===== src/sv/ntci_pkg.sv =====
`timescale 1ns / 1ps
// ----------------------------------------------------------------------------
// ntci_pkg
// Shared widths, types and the fixed thermistor table of the interpolator.
// ----------------------------------------------------------------------------
package ntci_pkg;

  localparam int TABLE_ROWS = 19;
  localparam int IDX_W      = 5;
  localparam int VOLT_W     = 16;
  localparam int TEMP_W     = 19;
  localparam int RES_W      = 17;
  localparam int NUM_W      = 11;
  localparam int DT_W       = 15;
  localparam int DR_W       = 16;
  localparam int PROD_W     = 27;
  localparam int Q_W        = 16;

  localparam logic [IDX_W-1:0] FIRST_IDX = '0;
  localparam logic [IDX_W-1:0] LAST_IDX  = IDX_W'(TABLE_ROWS - 1);

  typedef enum logic [1:0] {
    ST_OK   = 2'd0,
    ST_COLD = 2'd1,
    ST_HOT  = 2'd2
  } status_t;

  typedef struct packed {
    logic signed [TEMP_W-1:0] temp;
    logic [RES_W-1:0]         res;
    logic [VOLT_W-1:0]        volt;
  } row_t;

  typedef struct packed {
    logic              den_ok;
    logic              dt_neg;
    logic [DT_W-1:0]   dt_mag;
    logic              dr_neg;
    logic [DR_W-1:0]   dr_mag;
    logic [NUM_W-1:0]  den;
  } seg_t;

  typedef struct packed {
    status_t           status;
    logic [IDX_W-1:0]  idx;
    logic [NUM_W-1:0]  num;
  } item_t;

  function automatic row_t mk_row(input int t, input int r, input int v);
    row_t row;
    row.temp = TEMP_W'(t);
    row.res  = RES_W'(r);
    row.volt = VOLT_W'(v);
    return row;
  endfunction

  function automatic row_t row_at(input logic [IDX_W-1:0] idx);
    row_t row;
    case (idx)
      5'd0:    row = mk_row(-20000, 87430, 22628);
      5'd1:    row = mk_row(-10000, 51820, 21476);
      5'd2:    row = mk_row(     0, 31770, 20131);
      5'd3:    row = mk_row(  5000, 24940, 19398);
      5'd4:    row = mk_row( 10000, 19680, 18662);
      5'd5:    row = mk_row( 15000, 15620, 17946);
      5'd6:    row = mk_row( 20000, 12470, 17266);
      5'd7:    row = mk_row( 25000, 10000, 16633);
      5'd8:    row = mk_row( 30000,  8064, 16060);
      5'd9:    row = mk_row( 35000,  6538, 15548);
      5'd10:   row = mk_row( 40000,  5327, 15099);
      5'd11:   row = mk_row( 50000,  3592, 14374);
      5'd12:   row = mk_row( 60000,  2472, 13847);
      5'd13:   row = mk_row( 70000,  1735, 13471);
      5'd14:   row = mk_row( 80000,  1243, 13205);
      5'd15:   row = mk_row( 90000,   908, 13017);
      5'd16:   row = mk_row(100000,   674, 12882);
      5'd17:   row = mk_row(120000,   384, 12710);
      5'd18:   row = mk_row(150000,   177, 12584);
      default: row = mk_row(0, 0, 0);
    endcase
    return row;
  endfunction

  // segment between row idx-1 (upper voltage) and row idx
  function automatic seg_t seg_at(input logic [IDX_W-1:0] idx);
    row_t lo;
    row_t hi;
    int   dt;
    int   dr;
    int   dv;
    seg_t seg;
    lo = row_at(idx);
    hi = row_at(idx - 1'b1);
    dt = int'(hi.temp) - int'(lo.temp);
    dr = int'(hi.res) - int'(lo.res);
    dv = int'(hi.volt) - int'(lo.volt);
    seg.den_ok = (dv > 0);
    seg.dt_neg = (dt < 0);
    seg.dt_mag = DT_W'((dt < 0) ? -dt : dt);
    seg.dr_neg = (dr < 0);
    seg.dr_mag = DR_W'((dr < 0) ? -dr : dr);
    seg.den    = NUM_W'(dv);
    return seg;
  endfunction

endpackage


===== src/sv/ntci_fifo.sv =====
`timescale 1ns / 1ps
// ----------------------------------------------------------------------------
// ntci_fifo
// Short queue between the classifying front and the arithmetic back; the
// back drains one entry every cycle it holds one.
// ----------------------------------------------------------------------------
module ntci_fifo (
  input  logic            clk,
  input  logic            rst_n,
  input  logic            push,
  input  ntci_pkg::item_t push_item,
  output logic            full,
  output logic            q_valid,
  output ntci_pkg::item_t q_item
);

  localparam int DEPTH = 2;
  localparam int PTR_W = $clog2(DEPTH);
  localparam int CNT_W = $clog2(DEPTH + 1);

  ntci_pkg::item_t    mem_r [DEPTH];
  logic [PTR_W-1:0]   wr_ptr_r;
  logic [PTR_W-1:0]   wr_ptr_nxt;
  logic [PTR_W-1:0]   rd_ptr_r;
  logic [PTR_W-1:0]   rd_ptr_nxt;
  logic [CNT_W-1:0]   cnt_r;
  logic [CNT_W-1:0]   cnt_nxt;
  logic               do_push;
  logic               do_pop;

  assign full    = (cnt_r == CNT_W'(DEPTH));
  assign q_valid = (cnt_r != '0);
  assign q_item  = mem_r[rd_ptr_r];
  assign do_push = push && !full;
  assign do_pop  = q_valid;

  always_comb begin
    wr_ptr_nxt = wr_ptr_r;
    rd_ptr_nxt = rd_ptr_r;
    if (do_push) begin
      wr_ptr_nxt = (wr_ptr_r == PTR_W'(DEPTH - 1)) ? '0 : wr_ptr_r + 1'b1;
    end
    if (do_pop) begin
      rd_ptr_nxt = (rd_ptr_r == PTR_W'(DEPTH - 1)) ? '0 : rd_ptr_r + 1'b1;
    end
    cnt_nxt = cnt_r + CNT_W'(do_push) - CNT_W'(do_pop);
  end

  always_ff @(posedge clk) begin
    if (!rst_n) begin
      wr_ptr_r <= '0;
      rd_ptr_r <= '0;
      cnt_r    <= '0;
    end else begin
      wr_ptr_r <= wr_ptr_nxt;
      rd_ptr_r <= rd_ptr_nxt;
      cnt_r    <= cnt_nxt;
    end
  end

  always_ff @(posedge clk) begin
    if (do_push) begin
      mem_r[wr_ptr_r] <= push_item;
    end
  end

endmodule


===== config.mk =====
export PLATFORM = sky130hd
export DESIGN_NAME = ntci_fifo
export DESIGN_NICKNAME = d
export VERILOG_FILES = /design/src/sv/ntci_pkg.sv /design/src/sv/ntci_fifo.sv
export SDC_FILE = /design/constraint.sdc
export NUM_CORES = 1
export LEC_CHECK = 0
export BUFFER_PORTS_ARGS = -buffer_cell sky130_fd_sc_hd__buf_2
export CAP_MARGIN = 30
export CORE_AREA = 2 2 66 68
export CTS_CLUSTER_SIZE = 30
export DETAILED_ROUTE_END_ITERATION = 7
export DIE_AREA = 0 0 68 70
export MAX_ROUTING_LAYER = met4
export SLEW_MARGIN = 20
export SYNTH_ARGS = -nofsm -noshare
export SYNTH_HDL_FRONTEND = slang
export SYNTH_SLANG_ARGS = --single-unit

===== constraint.sdc =====
create_clock -name clk -period 4.8 [get_ports clk]
set_input_delay 1.44 -clock clk [delete_from_list [all_inputs] [get_ports clk]]
set_output_delay 1.44 -clock clk [all_outputs]
set_load 0.03 [all_outputs]

==> results of run 1 <==
==> registers in the layout, summed over array words and instances (netlist names), named ones only <==
signal	flops
cnt_r	2
rd_ptr_r	1
wr_ptr_r	1
mem_r	36
==> power by group <==
group,internal (uW),switching [uW],leakage (uW)
Clock,117,106,0.0000455
Sequential,410,6.35,0.000379
Combinational,38.8,55.5,0.000338
Total,566,168,0.000763
==> worst max-delay path: stages (launching register included) <==
cell	delay, ns
sky130_fd_sc_hd__dfxtp_1	0.49
sky130_fd_sc_hd__buf_8	0.22
sky130_fd_sc_hd__mux2_2	0.34
sky130_fd_sc_hd__buf_2	0.18
==> cells in the mapped netlist <==
library cell,number,share of area
sky130_fd_sc_hd__buf_6,1,0.0073
sky130_fd_sc_hd__and3_1,4,0.016
sky130_fd_sc_hd__or3_1,1,0.0041
sky130_fd_sc_hd__or2_1,1,0.0041
sky130_fd_sc_hd__edfxtp_1,36,0.70
sky130_fd_sc_hd__mux2_2,8,0.059
sky130_fd_sc_hd__nand2_1,3,0.0073
sky130_fd_sc_hd__mux2i_1,1,0.0065
sky130_fd_sc_hd__dfxtp_1,5,0.065
sky130_fd_sc_hd__o21a_1,1,0.0049
sky130_fd_sc_hd__inv_1,1,0.0024
sky130_fd_sc_hd__mux2_4,10,0.098
sky130_fd_sc_hd__nor2_1,1,0.0024
sky130_fd_sc_hd__buf_12,1,0.013
sky130_fd_sc_hd__nand2b_1,2,0.0081
==> cell families after synthesis <==
group / after synthesis / synth area share
buffers and inverters: 3 / 0.02276
AND/OR/NAND/NOR: 12 / 0.04227
multiplexers: 19 / 0.1626
AO/OA/AOI/OAI: 1 / 0.004880
flip-flops: 41 / 0.7675
==> worst paths after layout <==
path,slack [ns],depth (start not counted),startpoint,end
setup reg to reg,3.22,2,cnt_r[0],mem_r[1][17]
hold reg to reg,0.52,1,cnt_r[1],cnt_r[1]
setup / recovery,1.84,3,flop,q_item[6]
hold / removal,0.52,1,cnt_r[1],cnt_r[1]
==> per-stage QoR <==
step	cell area [um2]	std cells	power (uW)	hold WS (ns)
final	1896	176	733.6	0.5163
after CTS	1866	174	742.2	0.5108
after floorplan	1539	76	490.6	0.4549
after global routing	1896	176	762.5	0.5331
after global placement	1775	166	515.6	0.4831
after detailed placement	1775	166	517.9	0.5024
==> cell type report <==
type / instances / area, um2 / area share
inverters: 1 / 3.754 / 0.001980
repair buffers: 42 / 230.2 / 0.1215
clock buffers: 8 / 90.09 / 0.04752
flip-flops and latches: 41 / 1181 / 0.6231
well taps: 52 / 65.06 / 0.03432
multi-input cells: 32 / 325.3 / 0.1716
==> metal layers <==
layer | wire, um | track usage
met1 | 930 | 0.1147
met2 | 1164 | 0.1704
met5 | 0 | -
met3 | 185 | 0.04187
met4 | 48 | 0.08000
==> flow_summary.ini, run 1 <==
[detailed_routing]
remaining_drc_errors = 0
detailroute.via_count = 784
route.detailed.vias_per_inst = 4.455
drt-total-wl_mm = 2.330
drt-initial-drc-count = 49
wire_per_inst_um = 13.24
ant_nets = 0
drt-pass1-iter-count = 3

[setup_path]
setup.worst_path.start_class = flop
path_max_fanout = 13
worst-endpoint-required_ns = 3.36
path_class = flop to output pin
worstPathArrival_ns = 1.52
crit_end_category = output pin

[sta]
max_slew_margin = 0.4409
achievable-frequency_mhz = 337.7
slew_viol_final = 0
worst-slew-pin-transition_ns = 0.8387
finalWorstSetupSlack_ns = 1.839
final.setup.tns_ns = 0
final_period_minus_worst_setup_slack_ns = 2.961
timing.final.hold_violations = 0
rsz0062_at_grt = no
timing.final.crit_share = 0.6170
final.setup_skew_ns = 0.007446
setup_viol = 0

[final_layout]
antenna_cells = 0
fill_cells = 383
synthToLayoutAreaGrowth_pct = 23.17
most-common-layout-cells = sky130_fd_sc_hd__buf_2, sky130_fd_sc_hd__edfxtp_1, sky130_fd_sc_hd__mux2_4
final_layout_size_suffix_gt1_frac = 0.5403
layout.core_utilization = 0.4574
final_nets = 144
most_frequent_standard_cell_in_the_layout_excluding_fill_and_tap_cells = sky130_fd_sc_hd__buf_2

[synth]
synth_cells = 76
syn_area_um2 = 1539
synth.avg_cell_area_um2 = 20.25
synth.net_count = 97
yosysSeqAreaShare = 0.7675
synth.distinct_cells = 15
synth_seq_cells = 41
synth_warnings = 0

[grt]
globalRouteTotalUtil = 0.1116
pin_count_of_the_biggest_net_entering_global_routing = 19
first_global_vias = 811
grt_first_pass_wirelength_mm = 3.663
antenna_found_initial = 0
global_route.overflow_total = 0

[placed_design]
hpwl_mm = 1.569
globalplace.congestion = 0.5872
dp_slack_ns = 1.756
io_buffers = 40

[floorplanning]
core_area_um2 = 4144
die_height_um = 70
rows = 24
pin_count = 41
start_util = 0.3714
die_width_um = 68
die-area_um2 = 4760

[power_and_ir_drop]
vdd_drop_max_uv = 209.1
powerDensity_nw_per_um2 = 387.0
p_leak_uw = 0.0007631

[clocking]
clockBufferDepth = 2
cts.root.buffer_cell = sky130_fd_sc_hd__clkbuf_8
ctsResizeCount = 0
cts_setup_buffers = 0
cts.sink_count = 41
path_clk_slew_ns = 0.07
cts_hold_buffers = 0
worstSkewPairLatency_ns = 0.29
tritoncts = yes
cts_buffer_count = 5
ctsHtreeMaxLevel = 2

[flow_run]
max-cap-violations = 0

[hold_path]
worst_hold_path_type = flop to flop

[run_status]
outcome = complete, no violations
(Power assumes the default switching activity.)
==> inputs of run 2 (changes only) <==
==> constraint.sdc (replaced) <==
create_clock -name clk -period 2.4 [get_ports clk]
set_input_delay 0.72 -clock clk [delete_from_list [all_inputs] [get_ports clk]]
set_output_delay 0.72 -clock clk [all_outputs]
set_load 0.03 [all_outputs]
==> flow_summary.ini, run 2 (synthesis gave the netlist of run 1 again) <==
[sta]
setup_viol = 0
final.setup_skew_ns = 0.007406
whs_ns = 0.5056
worst-slew-pin-transition_ns = 0.2647
slew_viol_final = 0
final_period_minus_worst_setup_slack_ns = 2.212
timing.final.crit_share = 0.9216
rsz0062_at_grt = no
final.setup.tns_ns = 0
achievable-frequency_mhz = 452.1
timing.final.hold_violations = 0
finalWorstSetupSlack_ns = 0.1882
max_slew_margin = 0.8233

[detailed_routing]
ant_nets = 0
wire_per_inst_um = 13.53
drt-pass1-iter-count = 3
drt-initial-drc-count = 28
drt-total-wl_mm = 2.422
remaining_drc_errors = 0
route.detailed.vias_per_inst = 4.458
detailroute.via_count = 798

[placed_design]
io_buffers = 40
dp_slack_ns = 0.4934
dpl.cell_count = 171
globalplace.congestion = 0.6179
hpwl_mm = 1.701

[grt]
antenna_found_initial = 0
grt_first_pass_wirelength_mm = 3.684
globalRouteTotalUtil = 0.1129
global_route.overflow_total = 0
pin_count_of_the_biggest_net_entering_global_routing = 16
first_global_vias = 814

[setup_path]
rr_worst_depth = 4
internal_reg_to_reg_setup_slack_ns = 1.15
regToRegEndpoint = mem_r[0][13]
crit_path_max_incr_delay_ns = 0.47
crit_path_cell_trace = buf_12, mux2_2, buf_2
crit_end_category = output pin
worst_path_slowest_cell = sky130_fd_sc_hd__dfxtp_1
path_class = flop to output pin
worst-endpoint-required_ns = 1.68
path_max_fanout = 15
worstPathBufferInverterCount = 2
setup.worst_path.start_class = flop
cp_top_family = flip-flops
worstPathArrival_ns = 1.49
r2r-start = cnt_r[0]

[clocking]
ctsResizeCount = 0
worstSkewPairLatency_ns = 0.29
cts_hold_buffers = 0
cts.root.buffer_cell = sky130_fd_sc_hd__clkbuf_8
cts_setup_buffers = 0
tritoncts = yes
ctsHtreeMaxLevel = 2
cts_buffer_count = 5
clockBufferDepth = 2
cts.sink_count = 41
path_clk_slew_ns = 0.07

[final_layout]
max_flop_register = mem_r
synthToLayoutAreaGrowth_pct = 27.32
most-common-layout-cells = sky130_fd_sc_hd__buf_2, sky130_fd_sc_hd__edfxtp_1, sky130_fd_sc_hd__mux2_4
layout_top_registers = mem_r x36, cnt_r x2
stdcell_count = 179
fill_cells = 364
final_layout_size_suffix_gt1_frac = 0.5669
final_nets = 147
antenna_cells = 0
flip_flop_count_of_the_largest_register_all_copies_and_words_added = 36
most_frequent_standard_cell_in_the_layout_excluding_fill_and_tap_cells = sky130_fd_sc_hd__buf_2

[hold_path]
worstHoldEndpoint = wr_ptr_r
hold_path_depth = 2
worstHoldStart = wr_ptr_r
worst_hold_path_type = flop to flop

[floorplanning]
rows = 24
start_util = 0.3714
die_width_um = 68
core_area_um2 = 4144
pin_count = 41
die-area_um2 = 4760
die_height_um = 70

[power_and_ir_drop]
p_leak_uw = 0.0008003
post-layout-total-power_uw = 1663
powerDensity_nw_per_um2 = 848.7
vdd_drop_max_uv = 453.0

[run_status]
outcome = complete, no violations

[flow_run]
max-cap-violations = 0
-- run 2: cell count changes in the layout (fill, tap and decap cells not counted), sizes merged --
cell,before,now
buf,42,45
bufinv,0,2
clkinv,0,1
clkbuf,8,5
-- run 2: layer usage --
layer / track usage / wire length [um] / vias up
met3: 0.05153 / 175 / 0
met4: 0.04667 / 0 / 0
met2: 0.1704 / 1254 / 30
met1: 0.1285 / 992 / 378
met5: - / 0 / -
li1: - / - / 390
-- run 2: worst max-delay path by stage --
stage,startpoint,end,cells past startpoint
final,flop,q_item[6],3
after global placement,flop,q_item[12],3
after global routing,flop,q_item[12],3
after CTS,flop,q_item[6],3
after detailed placement,flop,q_item[12],3
after floorplan,push,mem_r[0][0],2
-- run 2: area by class of cell --
class | count | area, um2 | share of cell area
Tap cell | 52 | 65.06 | 0.03321
Clock buffer | 5 | 68.82 | 0.03512
Inverter | 1 | 3.754 | 0.001916
Sequential cell | 41 | 1181 | 0.6028
Timing Repair Buffer | 45 | 250.2 | 0.1277
Multi-Input combinational cell | 32 | 325.3 | 0.1660
Clock inverter | 3 | 65.06 | 0.03321
-- run 2: per-stage QoR --
step / utilization / instance area (um2)
final: 0.4728 / 1959
after detailed placement: 0.4405 / 1826
after CTS: 0.4728 / 1959
after global placement: 0.4405 / 1826
after global routing: 0.4728 / 1959
after floorplan: - / 1539
-- run 2: worst register-to-register path: cells and delay by family (launching register included) --
kind / cells / cell delay [ns]
and+or+nand+nor: 3 / 0.40
DFF: 1 / 0.34
buffers and inverters: 1 / 0.21
-- run 2: where the power goes --
group | internal [uW] | switching [uW] | total (uW)
logic | 81.3 | 113 | 195
registers | 819 | 12.2 | 832
clock network | 413 | 224 | 637
