**src/sv/ntci_pkg.sv**
```systemverilog
`timescale 1ns / 1ps
// ----------------------------------------------------------------------------
// ntci_pkg
// Shared widths, types and the fixed thermistor table of the interpolator.
// ----------------------------------------------------------------------------
package ntci_pkg;

  localparam int TABLE_ROWS = 19;
  localparam int IDX_W      = 5;
  localparam int VOLT_W     = 16;
  localparam int TEMP_W     = 19;
  localparam int RES_W      = 17;
  localparam int NUM_W      = 11;
  localparam int DT_W       = 15;
  localparam int DR_W       = 16;
  localparam int PROD_W     = 27;
  localparam int Q_W        = 16;

  localparam logic [IDX_W-1:0] FIRST_IDX = '0;
  localparam logic [IDX_W-1:0] LAST_IDX  = IDX_W'(TABLE_ROWS - 1);

  typedef enum logic [1:0] {
    ST_OK   = 2'd0,
    ST_COLD = 2'd1,
    ST_HOT  = 2'd2
  } status_t;

  typedef struct packed {
    logic signed [TEMP_W-1:0] temp;
    logic [RES_W-1:0]         res;
    logic [VOLT_W-1:0]        volt;
  } row_t;

  typedef struct packed {
    logic              den_ok;
    logic              dt_neg;
    logic [DT_W-1:0]   dt_mag;
    logic              dr_neg;
    logic [DR_W-1:0]   dr_mag;
    logic [NUM_W-1:0]  den;
  } seg_t;

  typedef struct packed {
    status_t           status;
    logic [IDX_W-1:0]  idx;
    logic [NUM_W-1:0]  num;
  } item_t;

  function automatic row_t mk_row(input int t, input int r, input int v);
    row_t row;
    row.temp = TEMP_W'(t);
    row.res  = RES_W'(r);
    row.volt = VOLT_W'(v);
    return row;
  endfunction

  function automatic row_t row_at(input logic [IDX_W-1:0] idx);
    row_t row;
    case (idx)
      5'd0:    row = mk_row(-20000, 87430, 22628);
      5'd1:    row = mk_row(-10000, 51820, 21476);
      5'd2:    row = mk_row(     0, 31770, 20131);
      5'd3:    row = mk_row(  5000, 24940, 19398);
      5'd4:    row = mk_row( 10000, 19680, 18662);
      5'd5:    row = mk_row( 15000, 15620, 17946);
      5'd6:    row = mk_row( 20000, 12470, 17266);
      5'd7:    row = mk_row( 25000, 10000, 16633);
      5'd8:    row = mk_row( 30000,  8064, 16060);
      5'd9:    row = mk_row( 35000,  6538, 15548);
      5'd10:   row = mk_row( 40000,  5327, 15099);
      5'd11:   row = mk_row( 50000,  3592, 14374);
      5'd12:   row = mk_row( 60000,  2472, 13847);
      5'd13:   row = mk_row( 70000,  1735, 13471);
      5'd14:   row = mk_row( 80000,  1243, 13205);
      5'd15:   row = mk_row( 90000,   908, 13017);
      5'd16:   row = mk_row(100000,   674, 12882);
      5'd17:   row = mk_row(120000,   384, 12710);
      5'd18:   row = mk_row(150000,   177, 12584);
      default: row = mk_row(0, 0, 0);
    endcase
    return row;
  endfunction

  // segment between row idx-1 (upper voltage) and row idx
  function automatic seg_t seg_at(input logic [IDX_W-1:0] idx);
    row_t lo;
    row_t hi;
    int   dt;
    int   dr;
    int   dv;
    seg_t seg;
    lo = row_at(idx);
    hi = row_at(idx - 1'b1);
    dt = int'(hi.temp) - int'(lo.temp);
    dr = int'(hi.res) - int'(lo.res);
    dv = int'(hi.volt) - int'(lo.volt);
    seg.den_ok = (dv > 0);
    seg.dt_neg = (dt < 0);
    seg.dt_mag = DT_W'((dt < 0) ? -dt : dt);
    seg.dr_neg = (dr < 0);
    seg.dr_mag = DR_W'((dr < 0) ? -dr : dr);
    seg.den    = NUM_W'(dv);
    return seg;
  endfunction

endpackage

```
**src/sv/ntci_front.sv**
```systemverilog
`timescale 1ns / 1ps
// ----------------------------------------------------------------------------
// ntci_front
// Accepts a sample, searches the table in parallel and registers the row
// index, the offset from that row and the range status.
// ----------------------------------------------------------------------------
module ntci_front (
  input  logic                        clk,
  input  logic                        rst_n,
  input  logic                        start,
  input  logic [ntci_pkg::VOLT_W-1:0] in_sense_voltage,
  output logic                        busy,
  output logic                        push,
  output ntci_pkg::item_t             push_item,
  input  logic                        full
);

  logic                              valid_r;
  logic                              valid_nxt;
  ntci_pkg::item_t                   item_r;
  ntci_pkg::item_t                   item_nxt;
  logic [ntci_pkg::TABLE_ROWS-1:0]   at_or_below;
  logic [ntci_pkg::IDX_W-1:0]        idx_c;
  logic [ntci_pkg::VOLT_W-1:0]       diff_c;
  logic                              accept;

  assign busy   = valid_r && full;
  assign accept = start && !busy;
  assign push   = valid_r;
  assign push_item = item_r;

  always_comb begin
    ntci_pkg::row_t row_i;
    ntci_pkg::row_t row_sel;
    ntci_pkg::row_t row_first;

    for (int i = 0; i < ntci_pkg::TABLE_ROWS; i++) begin
      row_i          = ntci_pkg::row_at(ntci_pkg::IDX_W'(i));
      at_or_below[i] = (row_i.volt <= in_sense_voltage);
    end
    idx_c = ntci_pkg::LAST_IDX;
    for (int i = ntci_pkg::TABLE_ROWS - 1; i >= 0; i--) begin
      if (at_or_below[i]) begin
        idx_c = ntci_pkg::IDX_W'(i);
      end
    end
    row_sel   = ntci_pkg::row_at(idx_c);
    row_first = ntci_pkg::row_at(ntci_pkg::FIRST_IDX);
    diff_c    = in_sense_voltage - row_sel.volt;

    item_nxt.idx = idx_c;
    item_nxt.num = diff_c[ntci_pkg::NUM_W-1:0];
    if (in_sense_voltage > row_first.volt) begin
      item_nxt.status = ntci_pkg::ST_COLD;
    end else if (!at_or_below[ntci_pkg::TABLE_ROWS-1]) begin
      item_nxt.status = ntci_pkg::ST_HOT;
    end else begin
      item_nxt.status = ntci_pkg::ST_OK;
    end

    if (accept) begin
      valid_nxt = 1'b1;
    end else if (valid_r && !full) begin
      valid_nxt = 1'b0;
    end else begin
      valid_nxt = valid_r;
    end
  end

  always_ff @(posedge clk) begin
    if (!rst_n) begin
      valid_r <= 1'b0;
    end else begin
      valid_r <= valid_nxt;
    end
  end

  always_ff @(posedge clk) begin
    if (accept) begin
      item_r <= item_nxt;
    end
  end

endmodule

```
**config.mk**
```make
export PLATFORM = sky130hd
export DESIGN_NAME = ntci_front
export DESIGN_NICKNAME = d
export VERILOG_FILES = /design/src/sv/ntci_pkg.sv /design/src/sv/ntci_front.sv
export SDC_FILE = /design/constraint.sdc
export NUM_CORES = 1
export LEC_CHECK = 0
export ABC_AREA = 1
export BUFFER_PORTS_ARGS = -buffer_cell sky130_fd_sc_hd__buf_2
export CAP_MARGIN = 10
export CORE_ASPECT_RATIO = 0.7
export CORE_MARGIN = 4
export CORE_UTILIZATION = 28
export DETAILED_ROUTE_END_ITERATION = 6
export GPL_TIMING_DRIVEN = 0
export MAX_ROUTING_LAYER = met4
export PLACE_DENSITY = 0.53
export REMOVE_ABC_BUFFERS = 1
export SLEW_MARGIN = 25
export SYNTH_ARGS = -nofsm -noshare
export SYNTH_HDL_FRONTEND = slang
export SYNTH_SLANG_ARGS = --single-unit
```
**constraint.sdc**
```tcl
create_clock -name clk -period 8.7 [get_ports clk]
set_clock_uncertainty 0.1 [all_clocks]
set_input_delay 0.435 -clock clk [delete_from_list [all_inputs] [get_ports clk]]
set_output_delay 0.435 -clock clk [all_outputs]
set_load 0.05 [all_outputs]
```
==> results of run 1 <==
==> routing by layer <==
layer / track usage (%) / vias up / routed length [µm]
met5: - / - / 0
met3: 5.229 / 13 / 1051
met4: 1.221 / 0 / 68
li1: - / 1411 / -
met1: 25.53 / 1310 / 4444
met2: 24.85 / 174 / 3432
==> how the worst max path moves through the flow <==
stage                                to  slack [ps]
after CTS                 push_item[10]        3040
after floorplan           push_item[10]        4090
final                     push_item[10]        2960
after detailed placement  push_item[10]        2780
after global placement    push_item[10]        2690
after global routing      push_item[10]        2440
==> stage by stage <==
step	power (µW)	util (%)	setup WS [ps]
floorplan	269.6	-	4088
detailed placement	323.0	33.16	2775
finish	417.4	34.08	2958
CTS	420.5	34.08	3037
global placement	324.2	32.95	2690
global route	446.9	34.08	2442
==> worst max-delay path: cells and delay by family <==
family,cells,cell delay [ps]
simple gates,27,2960
buf+inv,2,220
fa+ha+maj,2,550
xor+xnor,2,290
compound gates,7,1190
==> logic make-up after synthesis <==
family	synth area share, %
simple gates	33.37
flops	22.08
fa+ha+maj	9.660
buf+inv	10.99
xor+xnor	3.450
compound gates	20.45
==> power breakdown <==
part           total, µW  switching (µW)  internal (µW)
Combinational        200             146           54.6
Clock               94.1            32.6           61.6
Sequential           123            2.81            120
Total                417             181            236
==> registers in the layout (all words and copies together), names as in the netlist <==
signal,flops
push,1
push_item,18
==> synth_stat cells (3+ instances only) <==
master / instances / area share [%]
nor2_1: 39 / 5.8
inv_1: 46 / 6.8
ha_1: 18 / 8.9
a31oi_1: 6 / 1.5
nand4_1: 7 / 1.7
nor4_1: 6 / 1.5
o21ai_1: 7 / 1.4
nand2_2: 7 / 1.7
edfxtp_1: 18 / 21
o21bai_1: 3 / 0.89
nand3_1: 21 / 4.1
a21oi_1: 22 / 4.3
o211ai_1: 4 / 1.2
inv_2: 16 / 2.4
nor2_2: 8 / 2.0
o21ai_0: 25 / 4.9
xor2_1: 9 / 3.1
nand2_1: 93 / 14
buf_2: 5 / 0.99
nor3_1: 8 / 1.6
==> final cells by class <==
class	instances	share of cell area (%)
multi-input cells	305	57.70
flip-flops and latches	19	19.01
inverters	65	8.358
repair buffers	40	7.128
well taps	120	5.091
clock buffers	3	2.546
clock inverters	1	0.1697
==> impl_results.md, run 1 <==
- Global-route wire length before repair: between 10,000 and 15,000 µm
- FILL cells: 955
- Initial DRC Count: 283
- Clock slew at reported path FFs: 60 ps
- Post-Syn Area: between 2000 and 3000 µm²
- Worst Hold Class: input port to flop
- Final hold vios: 0
- Final setup viols: 0
- Number of buffers inserted by hold repair at cts: 0
- # resized after CTS: 0
- Register area: 560.5 µm²
- Placer Congestion: 1.036
- Worst Min Path Start: rst_n
- Synth Instances: between 300 and 400
- Initial antenna violation count: 0
- Commonest non-fill, non-tap cell in the layout: nand2_1
- Critical R2R Capture: push_item[1]
- CP Class: input port to flop
- Dpl cell area: 2869 µm²
- Worst Path Arrival: approximately 5600 ps
- Die height: 87.67 µm
- Core ar.: around 8700 µm²
- Distinct cells, synth: 41
- Non-Filler Instances: 553
- Worst Path Max Fanout: 12
- Dpl cells: 549
- #FFs+latches synth: 19
- Required @ worst endpoint: approximately 8600 ps
- Ports: 40
- CTS Buffer Depth: 2
- Largest net degree at the start of global routing: 19
- Hold Path Cell Cnt: 2
- H-tree levels: 1
- Clock buffer count from CTS: 3
- Row count: 28
- Mapped Avg Cell Area: 6.427 µm²
- Power Dens Cells: 141.5 nW/µm²
- Total track usage: between 10% and 20%
- DRT antenna net count: 0
- Final hold slack: 342.8 ps
- Post-route design area: 2949 µm²
- R2r worst-path depth: 4
- CTS Root Cell: clkbuf_16
- Area of the multi-input gates: 1702 µm²
- WL per Instance: 16.27 µm
- Clock period minus worst slack: 5742 ps
- Synth-to-Final Area Change: 16.17%
- DR vias: 2,908
- Hold path endpoint: push
- FF-to-FF Start: push
- Seq/Total Area, Yosys: 22.08%
- Sink Count: 19
- N_diodes: 0
- Top_reg_cell synth: edfxtp_1
- Slowest-stage cell, CP: nor2_1
- Ys async rst share: 0%
- DP HPWL: between 7000 and 8000 µm
- Most Frequent Cell on Critical Path: nand2_1
- Number of global-route vias before repair: 2,674
- Post-CTS Setup Bufs: 0
- R2r setup slk: 7370 ps
- CP Capture Type: flop
- Drt drc: 0
- Layout cells sized above 1: between 10% and 20%
- Starting Density: 29.34%
- Horiz. Die Dim: 121.8 µm
- Slew Limit Fails: 0
- Max_slew headroom: 38.82%
- DRT Pass-1 Iters: 7
- Startpoint Class: input port
- F_max: 174.2 MHz
- Post-synth EDFFs: 18
- Total Nets Final: 473
- RSZ-0062 raised after global routing: no
- Commonest cells after routing, fill and taps aside: nand2_1 (93), inv_1 (46), buf_2 (39)
- Via density: ~5.3
- CTS tree: yes
- Fin crit share: 66.00%
- Port Buffers: 39
- Die ar.: 10,680 µm²
- Yosys Warn Count: 0
- Clock latency at the later pin of the worst-skew pair: 250 ps
- Slew @ Worst Pin: between 900 and 1000 ps
- Max Cap Violations: 0
- Largest stage delay, worst path: around 700 ps
- CP startpoint: in_sense_voltage[15]
- Global route overflow: 0
- Pleak: 0.001379 µW
- Outcome: complete, no violations
- Final WL: 8995 µm
- Setup TNS: 0 ps
- VDD IR max: slightly above 0.06 mV
No activity file was read; power rests on OpenSTA's default activity.
==> run 2, diff against run 1 <==
- PLACE_DENSITY: 0.53 -> 0.55
- clock period: 8.7 -> 5.1 ns (I/O delays scaled with it)
==> run 2 against run 1 <==
Compared with the run above:
- worst setup slack worse by 2600 ps
- clock power up 72%
- via count up 0.34%
- largest cell class unchanged
- non-clock buffer count up 7
- global-route usage down 0.19 points
==> impl_results.md, run 2 (same netlist as run 1, synthesis figures left out) <==
- Slew Limit Fails: 0
- Outcome: complete, no violations
- Largest net degree at the start of global routing: 19
- Most Frequent Cell on Critical Path: nand2_1
- Total Nets Final: 480
- Required @ worst endpoint: between 4000 and 5000 ps
- CP Capture Type: flop
- DRT Pass-1 Iters: 4
- Commonest non-fill, non-tap cell in the layout: nand2_1
- Number of global-route vias before repair: 2,538
- Slew @ Worst Pin: between 800 and 900 ps
- Via density: 5.211
- Clock slew at reported path FFs: 50 ps
- Drt drc: 0
- Row count: 28
- WL per Instance: 16.29 µm
- N_diodes: 0
- Power Dens Cells: 237.9 nW/µm²
- Worst Path Max Fanout: 9
- Starting Density: between 20% and 30%
- Largest stage delay, worst path: ~450 ps
- Clock latency at the later pin of the worst-skew pair: 250 ps
- Initial antenna violation count: 0
- Horiz. Die Dim: 121.8 µm
- Global route overflow: 0
- Sink Count: 19
- Max_slew headroom: 41.41%
- Pleak: 0.001420 µW
- Worst Path Arrival: 4640 ps
- Final hold vios: 0
- Core ar.: 8653 µm²
- H-tree levels: 1
- Startpoint Class: input port
- Dpl cell area: roughly 2900 µm²
- CP Class: input port to flop
- DRT antenna net count: 0
- Die height: 87.67 µm
- Final WL: between 9000 and 10,000 µm
- CTS Root Cell: clkbuf_16
- Clock period minus worst slack: 4759 ps
- Final setup viols: 0
- Ports: 40
- Setup TNS: 0 ps
- Clock buffer count from CTS: 3
- Fin crit share: 93.31%
- VDD IR max: around 0.11 mV
- CTS tree: yes
- Max reg flops: 18
- Hold Path Cell Cnt: 2
- DP HPWL: 7373 µm
- Final hold slack: about 160 ps
- R2r setup slk: 3530 ps
- Total track usage: 17.35%
- Die ar.: between 10,000 and 15,000 µm²
- Commonest cells after routing, fill and taps aside: nand2_1 (92), inv_1 (44), buf_2 (39)
- Synth-to-Final Area Change: 21.04%
- Placer Congestion: approximately 0.95
- FILL cells: 930
- Initial DRC Count: ~260
- Max Cap Violations: 0
- F_max: 210.1 MHz
- Layout cells sized above 1: 24.32%
- DR vias: 2,918
- Slowest-stage cell, CP: fa_1
- Worst Hold Class: input port to flop
- Global-route wire length before repair: 13,990 µm
- Post-route design area: 3073 µm²
- CTS Buffer Depth: 2
- Port Buffers: 39
- R2r worst-path depth: 3
## run 2: what timing repair did
item,CTS,global route
setup endpoints to repair,2,2
buffers inserted,0,8
resized for setup,2,21
hold buffers,0,0
pin swaps,0,6
## run 2: final timing paths
check                 startpoint       endpoint
min                        rst_n           push
min reg2reg                 push           push
max reg2reg                 push  push_item[13]
max          in_sense_voltage[8]  push_item[10]
## run 2: critical path: cells and delay by family
family                   cells  cell delay [ps]
AO/OA/AOI/OAI               10             1300
XOR/XNOR                     2              300
adder cells (fa/ha/maj)      2              680
buffers and inverters        4              610
AND/OR/NAND/NOR             13             1490
## run 2: power by group
group          switching [µW]  total [µW]  internal [µW]
combinational             258         359            100
clock                    56.9         162            105
sequential               4.84         210            205
## run 2: layer usage
layer  GRT usage [%]  vias to the layer above  share of wire [%]
li1                -                     1420                  -
met1           25.78                     1358                 49
met2           22.55                      126                 38
met3           5.100                       14                 11
met4           4.069                        0                1.5
met5               -                        -                  0
## run 2: final cells by class
type	count	area [µm²]	share of cell area (%)
Multi-Input combinational cell	305	1774	57.74
Clock inverter	1	5.005	0.1629
Timing Repair Buffer	47	255.2	8.306
Tap cell	120	150.1	4.886
Sequential cell	19	560.5	18.24
Inverter	65	252.7	8.225
Clock buffer	3	75.07	2.443
## run 2: stage by stage
stage,utilization (%),total power [µW],worst slack (ps),std cells
after floorplan,-,460.0,668.4,389
after global routing,35.51,777.1,-37.31,560
after global placement,32.95,552.8,-618.1,548
final,35.51,731.0,341.4,560
after detailed placement,32.98,550.7,-513.6,548
after CTS,33.99,715.6,159.4,552
==> run 3, diff against run 2 <==
- PLACE_DENSITY: 0.55 -> 0.45
==> run 3 against run 2 <==
Compared with the run above:
- clock power about the same
- global-route usage decreased by 0.63 points
- cell area increased by 0.49%
- die area unchanged
- hold slack improved by 2.6 ps
- worst setup slack got worse by 4.9 ps
- register-to-register slack improved by 140 ps
- via count decreased by 0.34%
- routed wire length decreased by 3.8%
- fmax decreased by 0.10%
- non-clock buffer count increased by 2
==> impl_results.md, run 3 (same netlist as run 1, synthesis figures left out) <==
- Outcome: complete, no violations
- Overall power: 728.3 µW
- WL per Instance: 15.62 µm
- Fin util: 35.69%
- Horiz. Die Dim: about 120 µm
- WL met2: 3202 µm
- Ports: 40
- DP HPWL: a little over 7000 µm
- CTS Root Cell: clkbuf_16
- DP Worst Slack: -586.1 ps
- Max Cap Violations: 0
- Worst Hold Class: input port to flop
- Area of the multi-input gates: 1767 µm²
- Starting Density: 29.34%
- N_diodes: 0
- Initial DRC Count: roughly 330
- Most Frequent Cell on Critical Path: nand2_1
- DRT antenna net count: 0
- Commonest cells after routing, fill and taps aside: nand2_1 (91), inv_1 (43), buf_2 (39)
- Clock latency at the later pin of the worst-skew pair: 250 ps
- Clock buffer count from CTS: 3
- Top delay family on crit path: simple AND/OR/NAND/NOR gates
- Port Buffers: 39
- Net Sw Power: 318.7 µW
- Crit path buf inv count: 3
- Met3 wire length: 1019 µm
- Sink Count: 19
- FILL cells: 954
- Required @ worst endpoint: 5000 ps
- Layout cells sized above 1: about a quarter
- Drt drc: 0
- Slew Limit Fails: 0
- Top layer in use: met4
- CTS tree: yes
- Register area: ~560 µm²
- Clock Power Share: 22.5%
- Total track usage: 16.72%
- Max reg flops: 18
- Total Nets Final: 482
- Clock period minus worst slack: 4763 ps
- Switching fraction of total power: 43.76%
- Number of global-route vias before repair: between 2,000 and 2,500
- Final setup viols: 0
- Via density: 5.174
- DRT Pass-1 Iters: 5
- PnR worst setup slack: 336.6 ps
- Startpoint Class: input port
- DR vias: 2,908
- CP Capture Type: flop
- Placer Congestion: 1.001
- Pleak: 0.001434 µW
- H-tree levels: 1
- Met1 Wirelength: 4514 µm
- Die ar.: 10,680 µm²
- Die height: 87.67 µm
- CP Class: input port to flop
- Commonest non-fill, non-tap cell in the layout: nand2_1
- Worst Path Max Fanout: 7
- Initial antenna violation count: 0
- Pint: 409.6 µW
- F_max: 209.9 MHz
- Largest net degree at the start of global routing: 19
- Global-route wire length before repair: about 14,000 µm
- Flop pwr share: 28.8%
- Row count: 28
- Max_slew headroom: 66.40%
- Slowest-stage cell, CP: ha_1
- Power Dens Cells: 235.8 nW/µm²
- VDD IR max: 0.1173 mV
- Comb pwr share: 48.7%
- Largest stage delay, worst path: approximately 330 ps
- Setup TNS: 0 ps
- Core ar.: 8653 µm²
- Final WL: 8778 µm
- Worst Path Arrival: 4670 ps
- Clock slew at reported path FFs: 60 ps
- CTS Buffer Depth: 2
- Slew @ Worst Pin: between 500 and 600 ps
- Final hold slack: 161.7 ps
- Global route overflow: 0
- Synth-to-Final Area Change: 21.64%
- Final hold vios: 0
- Fin crit share: between 90 and 100%
-- run 3: routing by layer --
metal	vias to the layer above	track usage [%]
met5	-	-
met4	0	0.9156
met3	6	4.713
met2	177	20.49
met1	1299	27.06
li1	1426	-
-- run 3: cell type report --
type,instances,share of cell area [%]
clock buffer,3,2.431
clock inverter,1,0.1621
inverter,65,8.185
multi-input combinational,305,57.21
sequential,19,18.15
tap,120,4.862
timing repair buffer,49,8.995
-- run 3: power by group through the flow --
stage	combinational (µW)	sequential, µW	clock (µW)
after global placement	341	213	0
after CTS	339	210	171
after global routing	388	212	179
final	355	210	164
after detailed placement	337	213	0
after floorplan	164	296	0
-- run 3: through the flow --
step | area [µm²] | cells
6_report | 3088 | 562
3_3_place_gp | 2851 | 548
3_5_place_dp | 2869 | 549
2_1_floorplan | 2506 | 389
4_1_cts | 2957 | 553
5_1_grt | 3088 | 562
-- run 3: what timing repair did --
| action | 4_1_cts | 5_1_grt |
|---|---|---|
| setup buffers | 0 | 9 |
| hold buffers | 0 | 0 |
| pin swaps | 0 | 6 |
| setup endpoints to repair | 2 | 4 |
| gates resized for setup | 2 | 20 |
-- run 3: final timing paths --
path	start	end	slack (ps)	depth (start not counted)
setup / recovery	in_sense_voltage[11]	push_item[9]	340	40
hold / removal	rst_n	push	160	2
setup reg to reg	push	push_item[12]	3670	4
hold reg to reg	push	push	420	2
